--- config.mk ---
export PLATFORM = sky130hd
export DESIGN_NAME = largest_prime_factor
export DESIGN_NICKNAME = d
export VERILOG_FILES = /design/src/rtl/lpf_pkg.sv /design/src/rtl/lpf_divider.sv /design/src/rtl/largest_prime_factor.sv
export SDC_FILE = /design/constraint.sdc
export NUM_CORES = 1
export LEC_CHECK = 0
export ABC_AREA = 0
export BUFFER_PORTS_ARGS = -buffer_cell sky130_fd_sc_hd__buf_2
export CORE_MARGIN = 4
export CORE_UTILIZATION = 35
export DETAILED_ROUTE_END_ITERATION = 10
export GPL_ROUTABILITY_DRIVEN = 0
export MAX_ROUTING_LAYER = met4
export SYNTH_ARGS = -nofsm -noshare
export SYNTH_HDL_FRONTEND = slang
export SYNTH_SLANG_ARGS = --single-unit
--- constraint.sdc ---
create_clock -name clk_i -period 3.6 [get_ports clk_i]
set_clock_uncertainty 0.1 [all_clocks]
set_input_delay 0.36 -clock clk_i [delete_from_list [all_inputs] [get_ports clk_i]]
set_output_delay 0.36 -clock clk_i [all_outputs]
set_load 0.01 [all_outputs]
--- src/rtl/lpf_pkg.sv ---
package lpf_pkg;

  localparam int VALUE_WIDTH = 48;
  localparam int CNT_W       = $clog2(VALUE_WIDTH + 1);

  // stream widths, rounded up to whole bytes
  localparam int IN_TDATA_W  = ((VALUE_WIDTH + 7) / 8) * 8;
  localparam int OUT_TDATA_W = ((VALUE_WIDTH + 2 + 7) / 8) * 8;

  localparam logic [VALUE_WIDTH-1:0] FACTOR_TWO = VALUE_WIDTH'(2);
  localparam logic [VALUE_WIDTH-1:0] DIV_FIRST  = VALUE_WIDTH'(3);
  localparam logic [VALUE_WIDTH-1:0] DIV_STEP   = VALUE_WIDTH'(2);

  typedef struct packed {
    logic                   start;
    logic [VALUE_WIDTH-1:0] dividend;
    logic [VALUE_WIDTH-1:0] divisor;
  } div_req_t;

  typedef struct packed {
    logic                   busy;
    logic                   done;
    logic [VALUE_WIDTH-1:0] quotient;
    logic [VALUE_WIDTH-1:0] remainder;
  } div_rsp_t;

endpackage

--- src/rtl/lpf_divider.sv ---
module lpf_divider (
  input  logic              clk_i,
  input  logic              rst_ni,
  input  lpf_pkg::div_req_t req_i,
  output lpf_pkg::div_rsp_t rsp_o
);
  import lpf_pkg::*;

  logic                   busy_q, busy_d;
  logic                   done_q, done_d;
  logic [CNT_W-1:0]       cnt_q, cnt_d;
  logic [VALUE_WIDTH-1:0] quo_q, quo_d;
  logic [VALUE_WIDTH-1:0] rem_q, rem_d;
  logic [VALUE_WIDTH-1:0] dvs_q, dvs_d;
  logic [VALUE_WIDTH:0]   trial;
  logic [VALUE_WIDTH:0]   diff;

  // restoring step: shift one dividend bit into the partial remainder
  assign trial = {rem_q, quo_q[VALUE_WIDTH-1]};
  assign diff  = trial - {1'b0, dvs_q};

  always_comb begin
    busy_d = busy_q;
    done_d = 1'b0;
    cnt_d  = cnt_q;
    quo_d  = quo_q;
    rem_d  = rem_q;
    dvs_d  = dvs_q;
    if (req_i.start) begin
      busy_d = 1'b1;
      cnt_d  = CNT_W'(VALUE_WIDTH);
      quo_d  = req_i.dividend;
      rem_d  = '0;
      dvs_d  = req_i.divisor;
    end else if (busy_q) begin
      quo_d = {quo_q[VALUE_WIDTH-2:0], ~diff[VALUE_WIDTH]};
      rem_d = diff[VALUE_WIDTH] ? trial[VALUE_WIDTH-1:0] : diff[VALUE_WIDTH-1:0];
      cnt_d = cnt_q - CNT_W'(1);
      if (cnt_q == CNT_W'(1)) begin
        busy_d = 1'b0;
        done_d = 1'b1;
      end
    end
  end

  always_ff @(posedge clk_i or negedge rst_ni) begin
    if (!rst_ni) begin
      busy_q <= 1'b0;
      done_q <= 1'b0;
      cnt_q  <= '0;
    end else begin
      busy_q <= busy_d;
      done_q <= done_d;
      cnt_q  <= cnt_d;
    end
  end

  always_ff @(posedge clk_i) begin
    quo_q <= quo_d;
    rem_q <= rem_d;
    dvs_q <= dvs_d;
  end

  assign rsp_o.busy      = busy_q;
  assign rsp_o.done      = done_q;
  assign rsp_o.quotient  = quo_q;
  assign rsp_o.remainder = rem_q;

endmodule

--- src/rtl/largest_prime_factor.sv ---
// Largest prime factor by trial division. Each input word carries one unsigned
// value; each output word returns its largest prime factor with a prime flag
// (the value itself is prime) and an invalid flag (value 0 or 1, factor 0).
// Factors of two are shifted out first, one bit per cycle. Odd trial divisors
// 3, 5, 7, ... then go through one shared restoring divider that produces one
// quotient bit per cycle. A divisor is retried while it still divides, and the
// search stops once a newly tried divisor exceeds the quotient. The run time
// grows with the last odd divisor tried (just above the larger of the second
// largest prime factor, counted with repetition, and the square root of the
// largest one, at most about 2^(VALUE_WIDTH/2)) and with the number of odd
// factors divided out; a large prime input is the worst case.
// The block takes one word at a time: s_axis_tready is high only while the
// sequencer is idle. A finished result waits in the output register, so a new
// word is taken while the previous result is still pending.
module largest_prime_factor (
  input  logic                            clk_i,
  input  logic                            rst_ni,
  input  logic                            s_axis_tvalid,
  output logic                            s_axis_tready,
  // tdata: [VALUE_WIDTH-1:0] value, zero padded to bytes
  input  logic [lpf_pkg::IN_TDATA_W-1:0]  s_axis_tdata,
  output logic                            m_axis_tvalid,
  input  logic                            m_axis_tready,
  // tdata: [VALUE_WIDTH-1:0] largest_factor, [VALUE_WIDTH] value_is_prime,
  //        [VALUE_WIDTH+1] invalid_input, zero padded to bytes
  output logic [lpf_pkg::OUT_TDATA_W-1:0] m_axis_tdata
);
  import lpf_pkg::*;

  typedef enum logic [2:0] {
    ST_IDLE,
    ST_STRIP,
    ST_DIV_START,
    ST_DIV_WAIT,
    ST_FINISH
  } state_e;

  state_e                 state_q;
  logic [VALUE_WIDTH-1:0] val_q;      // original value, for the prime check
  logic [VALUE_WIDTH-1:0] rest_q;     // remaining cofactor
  logic [VALUE_WIDTH-1:0] best_q;     // largest factor found so far
  logic [VALUE_WIDTH-1:0] dvs_q;      // current trial divisor
  logic                   inner_q;    // repeat division with the same divisor
  logic                   invalid_q;
  logic                   m_valid_q;
  logic [VALUE_WIDTH-1:0] out_factor_q;
  logic                   out_prime_q;
  logic                   out_invalid_q;

  logic [VALUE_WIDTH-1:0] in_value;
  div_req_t               div_req;
  div_rsp_t               div_rsp;

  assign in_value = s_axis_tdata[VALUE_WIDTH-1:0];

  assign div_req.start    = (state_q == ST_DIV_START);
  assign div_req.dividend = rest_q;
  assign div_req.divisor  = dvs_q;

  lpf_divider u_div (
    .clk_i  (clk_i),
    .rst_ni (rst_ni),
    .req_i  (div_req),
    .rsp_o  (div_rsp)
  );

  always_ff @(posedge clk_i or negedge rst_ni) begin
    if (!rst_ni) begin
      state_q       <= ST_IDLE;
      val_q         <= '0;
      rest_q        <= '0;
      best_q        <= '0;
      dvs_q         <= '0;
      inner_q       <= 1'b0;
      invalid_q     <= 1'b0;
      m_valid_q     <= 1'b0;
      out_factor_q  <= '0;
      out_prime_q   <= 1'b0;
      out_invalid_q <= 1'b0;
    end else begin
      // drop the result once the sink takes it, unless a new one replaces it
      if (m_valid_q && m_axis_tready && (state_q != ST_FINISH)) begin
        m_valid_q <= 1'b0;
      end
      unique case (state_q)
        ST_IDLE: begin
          if (s_axis_tvalid) begin
            val_q  <= in_value;
            rest_q <= in_value;
            best_q <= '0;
            if (in_value[VALUE_WIDTH-1:1] == '0) begin
              // zero and one have no prime factor
              invalid_q <= 1'b1;
              state_q   <= ST_FINISH;
            end else begin
              invalid_q <= 1'b0;
              state_q   <= ST_STRIP;
            end
          end
        end
        ST_STRIP: begin
          // shift out factors of two; rest is nonzero here
          if (!rest_q[0]) begin
            rest_q <= {1'b0, rest_q[VALUE_WIDTH-1:1]};
            best_q <= FACTOR_TWO;
          end else begin
            dvs_q   <= DIV_FIRST;
            inner_q <= 1'b0;
            state_q <= ST_DIV_START;
          end
        end
        ST_DIV_START: begin
          state_q <= ST_DIV_WAIT;
        end
        ST_DIV_WAIT: begin
          if (div_rsp.done) begin
            if (!inner_q && (dvs_q > div_rsp.quotient)) begin
              // divisor passed the square root: any cofactor left is prime
              if (rest_q[VALUE_WIDTH-1:1] != '0) begin
                best_q <= rest_q;
              end
              state_q <= ST_FINISH;
            end else if (div_rsp.remainder == '0) begin
              rest_q  <= div_rsp.quotient;
              best_q  <= dvs_q;
              inner_q <= 1'b1;
              state_q <= ST_DIV_START;
            end else begin
              dvs_q   <= dvs_q + DIV_STEP;
              inner_q <= 1'b0;
              state_q <= ST_DIV_START;
            end
          end
        end
        ST_FINISH: begin
          // hold until the output register is free
          if (!m_valid_q || m_axis_tready) begin
            out_factor_q  <= best_q;
            out_prime_q   <= !invalid_q && (best_q == val_q);
            out_invalid_q <= invalid_q;
            m_valid_q     <= 1'b1;
            state_q       <= ST_IDLE;
          end
        end
        default: begin
          state_q <= ST_IDLE;
        end
      endcase
    end
  end

  assign s_axis_tready = (state_q == ST_IDLE);
  assign m_axis_tvalid = m_valid_q;
  assign m_axis_tdata  = OUT_TDATA_W'({out_invalid_q, out_prime_q, out_factor_q});

  // the shared divider runs only while the sequencer waits on it
  assert property (@(posedge clk_i) disable iff (!rst_ni)
    div_rsp.busy |-> (state_q == ST_DIV_WAIT))
    else $error("divider busy outside the divide wait state");

  // a divide result arrives only when the sequencer expects it
  assert property (@(posedge clk_i) disable iff (!rst_ni)
    div_rsp.done |-> (state_q == ST_DIV_WAIT))
    else $error("divider done pulse outside the divide wait state");

  // an accepted word keeps the input closed for at least the next cycle
  assert property (@(posedge clk_i) disable iff (!rst_ni)
    (s_axis_tvalid && s_axis_tready) |=> !s_axis_tready)
    else $error("input reopened right after accepting a word");

  // an invalid result carries factor zero and no prime flag
  assert property (@(posedge clk_i) disable iff (!rst_ni)
    (m_axis_tvalid && out_invalid_q) |-> ((out_factor_q == '0) && !out_prime_q))
    else $error("invalid result with a nonzero factor or prime flag");

endmodule
==> results.toml <==
[setup_path]
critPathBufInv = 5
cpLargestDelayFamily = "simple AND/OR/NAND/NOR gates"
crit_cells = 16
path_max_fanout = 7
end_kind = "register"
required_ps = 4000
cp_slowest_cell = "or4_4"
worstPathArrival_ps = 4200
start_kind = "register"
worstPathCellList = "inv_1 > ha_4 > nand4_1 > or4_4 > or3_4 > a21oi_4 > o31ai_4 > a211oi_4 > buf_6 > buf_4 > nor2b_4 > o21bai_4 > buf_12 > clkbuf_16 > nand2_1 > o21ai_0"
cp_slowest_stage_delay_ps = 590
rr_worst_depth = 16
worstSetupPathType = "register to register"

[finish]
drive_gt1_share_pct = 28.0
syn_to_final_growth_pct = 32.0
seq_area_sq_um = 10300
fin_nets = 2661
antenna_cells = 0
num-fill-cells = 5631
multi_input_area_sq_um = 12200
stdcell_count = 3381

[hold_path]
hold_depth = 2
min_path_type = "primary input to register"

[power]
peakVddDrop_mv = 0.313
power.total_mw = 9.60
p_per_area_nw_per_um2 = 333
p_leak_nw = 13.6

[grt]
grt_max_degree = 147
grt_overflow = 0
grt_pass1_wl_um = 105000
grt_usage_pct = 20.5
grt_pass1_vias = 17936
antenna_found_initial = 1

[detailed_routing]
antenna_left = 0
via_per_inst = 5.57
dr_total_vias = 18843
routed_wl_um = 72400
drtIter0Drc = 1601
firstDrtPassIters = 6
drc = 0
wl_per_cell_um = 21.4

[logic_synthesis]
synth_ff_type = "dfrtp_1"
seq_area_frac_synth_pct = 46.9
synthCells = 2225
syn_area_sq_um = 21900
yosysWarnings = 0
avgSynthCellArea_sq_um = 9.82
postSynth.asyncResetShare_pct = 64.0
yosysUniqueCellTypes = 72
synth-edff-count = 96
ys_ff_latch = 400

[floorplan]
die_w_um = 258
core_area_sq_um = 61700
die_area_sq_um = 66500
initial_core_util_pct = 35.4
ioPinCount = 110
rows = 91
die_h_um = 258

[flow_run]
maxCapViolCount = 0

[cts]
cts_tree = "done"
cts_root_buf = "clkbuf_16"
numCtsBuffers = 44
cts_max_level = 2
cts.sinks = 400
clk_latency_ps = 590
clk_pin_slew_ps = 60
clockBufferDepth = 3

[timing]
finalSetupViolations = 119
fin_crit_sh_pct = 106
finalHoldViolCount = 0
max_freq_mhz = 263
drv_slew = 0
rsz0062_at_grt = "yes"
tightest_slew_ps = 1470
min_period_ps = 3800
maxSlewHeadroom_pct = 2.13
fin_ws_ps = -199
tns_ps = -13850

[status]
violations = "negative setup slack"
status = "finished, violations left"

[place]
io_buffers = 103
dp_hpwl_um = 48800
placed_cells = 3207
state kept, by name, indices dropped and copies added, names as in the netlist, 3 cells and up:
register,count
best_q,48
dvs_q,48
out_factor_q,48
rest_q,48
state_q,3
u_div.cnt_q,6
u_div.dvs_q,48
u_div.quo_q,48
u_div.rem_q,48
val_q,48
through the flow:
step / area [sq um] / util [%] / worst slack (ps) / hold slack (ps)
5_1_grt: 28900 / 46.8 / -299 / 2.26
2_1_floorplan: 21900 / - / 10.6 / -35.6
3_3_place_gp: 24400 / 39.5 / -514 / 338
6_report: 28900 / 46.8 / -199 / 30.3
4_1_cts: 26800 / 43.5 / -114 / 0.516
3_5_place_dp: 24400 / 39.5 / -724 / 351
worst reg2reg max path, stage by stage (launching register included):
cell and delay (ps):
edfxtp_1 350, inv_1 100, ha_4 290, nand4_1 120, or4_4 590, or3_4 410, a21oi_4 160, o31ai_4 100
a211oi_4 350, buf_6 180, buf_4 140, nor2b_4 50, o21bai_4 260, buf_12 200, clkbuf_16 170, nand2_1 60
o21ai_0 90
cells in the final DEF (no fill, tap or decap), types with 11 or more instances in the layout:
cell             n
dfrtp_1        254
o21ai_0        228
nand2_1        191
buf_4          169
inv_1          112
a21oi_1        112
nor2_1         107
buf_2          102
mux2_2          96
edfxtp_1        96
ha_1            87
clkbuf_16       65
xnor2_1         62
xor2_1          58
mux2i_1         53
dfxtp_1         48
a221o_1         47
nand2_4         47
nor4_1          45
nand4_1         43
o31ai_4         43
dlygate4sd3_1   35
nor3_1          33
a21o_1          33
nand3_1         24
buf_12          23
mux2i_2         20
o21ai_1         19
and3_1          14
ha_4            12
inv_2           11
clkinv_2        11
layer usage:
metal | vias up | GRT usage [%] | wire, um
li1 | 8625 | - | -
met1 | 9219 | 27.7 | 30600
met2 | 828 | 32.5 | 34200
met3 | 171 | 2.58 | 4850
met4 | 0 | 6.56 | 2830
met5 | - | - | 0
synthesized netlist by cell type, types with 12 or more instances:
master | number | share of area [%]
xor2_1 | 59 | 2.4
clkbuf_1 | 98 | 1.7
a21o_1 | 34 | 1.2
edfxtp_1 | 96 | 13
nand3_1 | 28 | 0.64
mux2_2 | 96 | 4.9
nand4_1 | 43 | 1.2
a21oi_1 | 121 | 2.8
nor4_1 | 48 | 1.4
xnor2_1 | 64 | 2.6
ha_1 | 99 | 5.7
o21ai_0 | 249 | 5.7
buf_2 | 18 | 0.41
nand2_1 | 244 | 4.2
nor2_1 | 111 | 1.9
and3_1 | 15 | 0.43
dfrtp_1 | 256 | 29
mux2i_1 | 78 | 3.6
a211oi_1 | 12 | 0.41
o31ai_1 | 51 | 1.8
inv_1 | 123 | 2.1
or3_1 | 12 | 0.34
a221o_1 | 47 | 2.2
nor3_1 | 38 | 0.87
dfxtp_1 | 48 | 4.4
cell type report:
cell class              instances  share of cell area [%]
multi-input cells            1574                    42.4
inverters                     124                    1.62
clock inverters                23                   0.963
flip-flops and latches        400                    35.5
well taps                     837                    3.63
repair buffers                365                    11.5
clock buffers                  58                    4.32
cells by family (layout without fill, tap and decap cells):
| family | Yosys count | after routing | share of synthesized area, % |
|---|---|---|---|
| multiplexers | 174 | 174 | 8.52 |
| adder cells (fa/ha/maj) | 100 | 100 | 5.76 |
| buffers and inverters | 256 | 570 | 4.69 |
| AO/OA/AOI/OAI | 591 | 591 | 16.9 |
| XOR/XNOR | 123 | 123 | 4.93 |
| other | 1 | 6 | 0.0172 |
| AND/OR/NAND/NOR | 580 | 580 | 12.3 |
| flip-flops | 400 | 400 | 46.9 |
worst paths after layout:
path / slack, ps / endpoint / from
worst max-delay path: -200 / rest_q[45] / u_div.quo_q[34]
worst min-delay path: 30 / val_q[17] / s_axis_tdata[17]
worst max register to register: -200 / rest_q[45] / u_div.quo_q[34]
worst min register to register: 360 / u_div.dvs_q[0] / dvs_q[0]
max in group asynchronous: 2060 / u_div.busy_q / rst_ni
min in group asynchronous: 290 / val_q[40] / rst_ni
power breakdown:
part                   switching, mW  total (mW)  internal (mW)
Clock                           1.98        4.81           2.83
Combinational                  0.123       0.176         0.0534
Sequential     0.0000000000000000284        4.62           4.62
timing repair:
item | in CTS | in global routing
buffers inserted | 16 | 17
hold buffers | 35 | 0
gates resized for setup | 80 | 290
endpoints found under the setup margin | 192 | 185
hold endpoints to repair | 126 | 0
pin swaps | 19 | 86
cloned | 4 | 26
No activity file was read; power rests on OpenSTA's default activity.
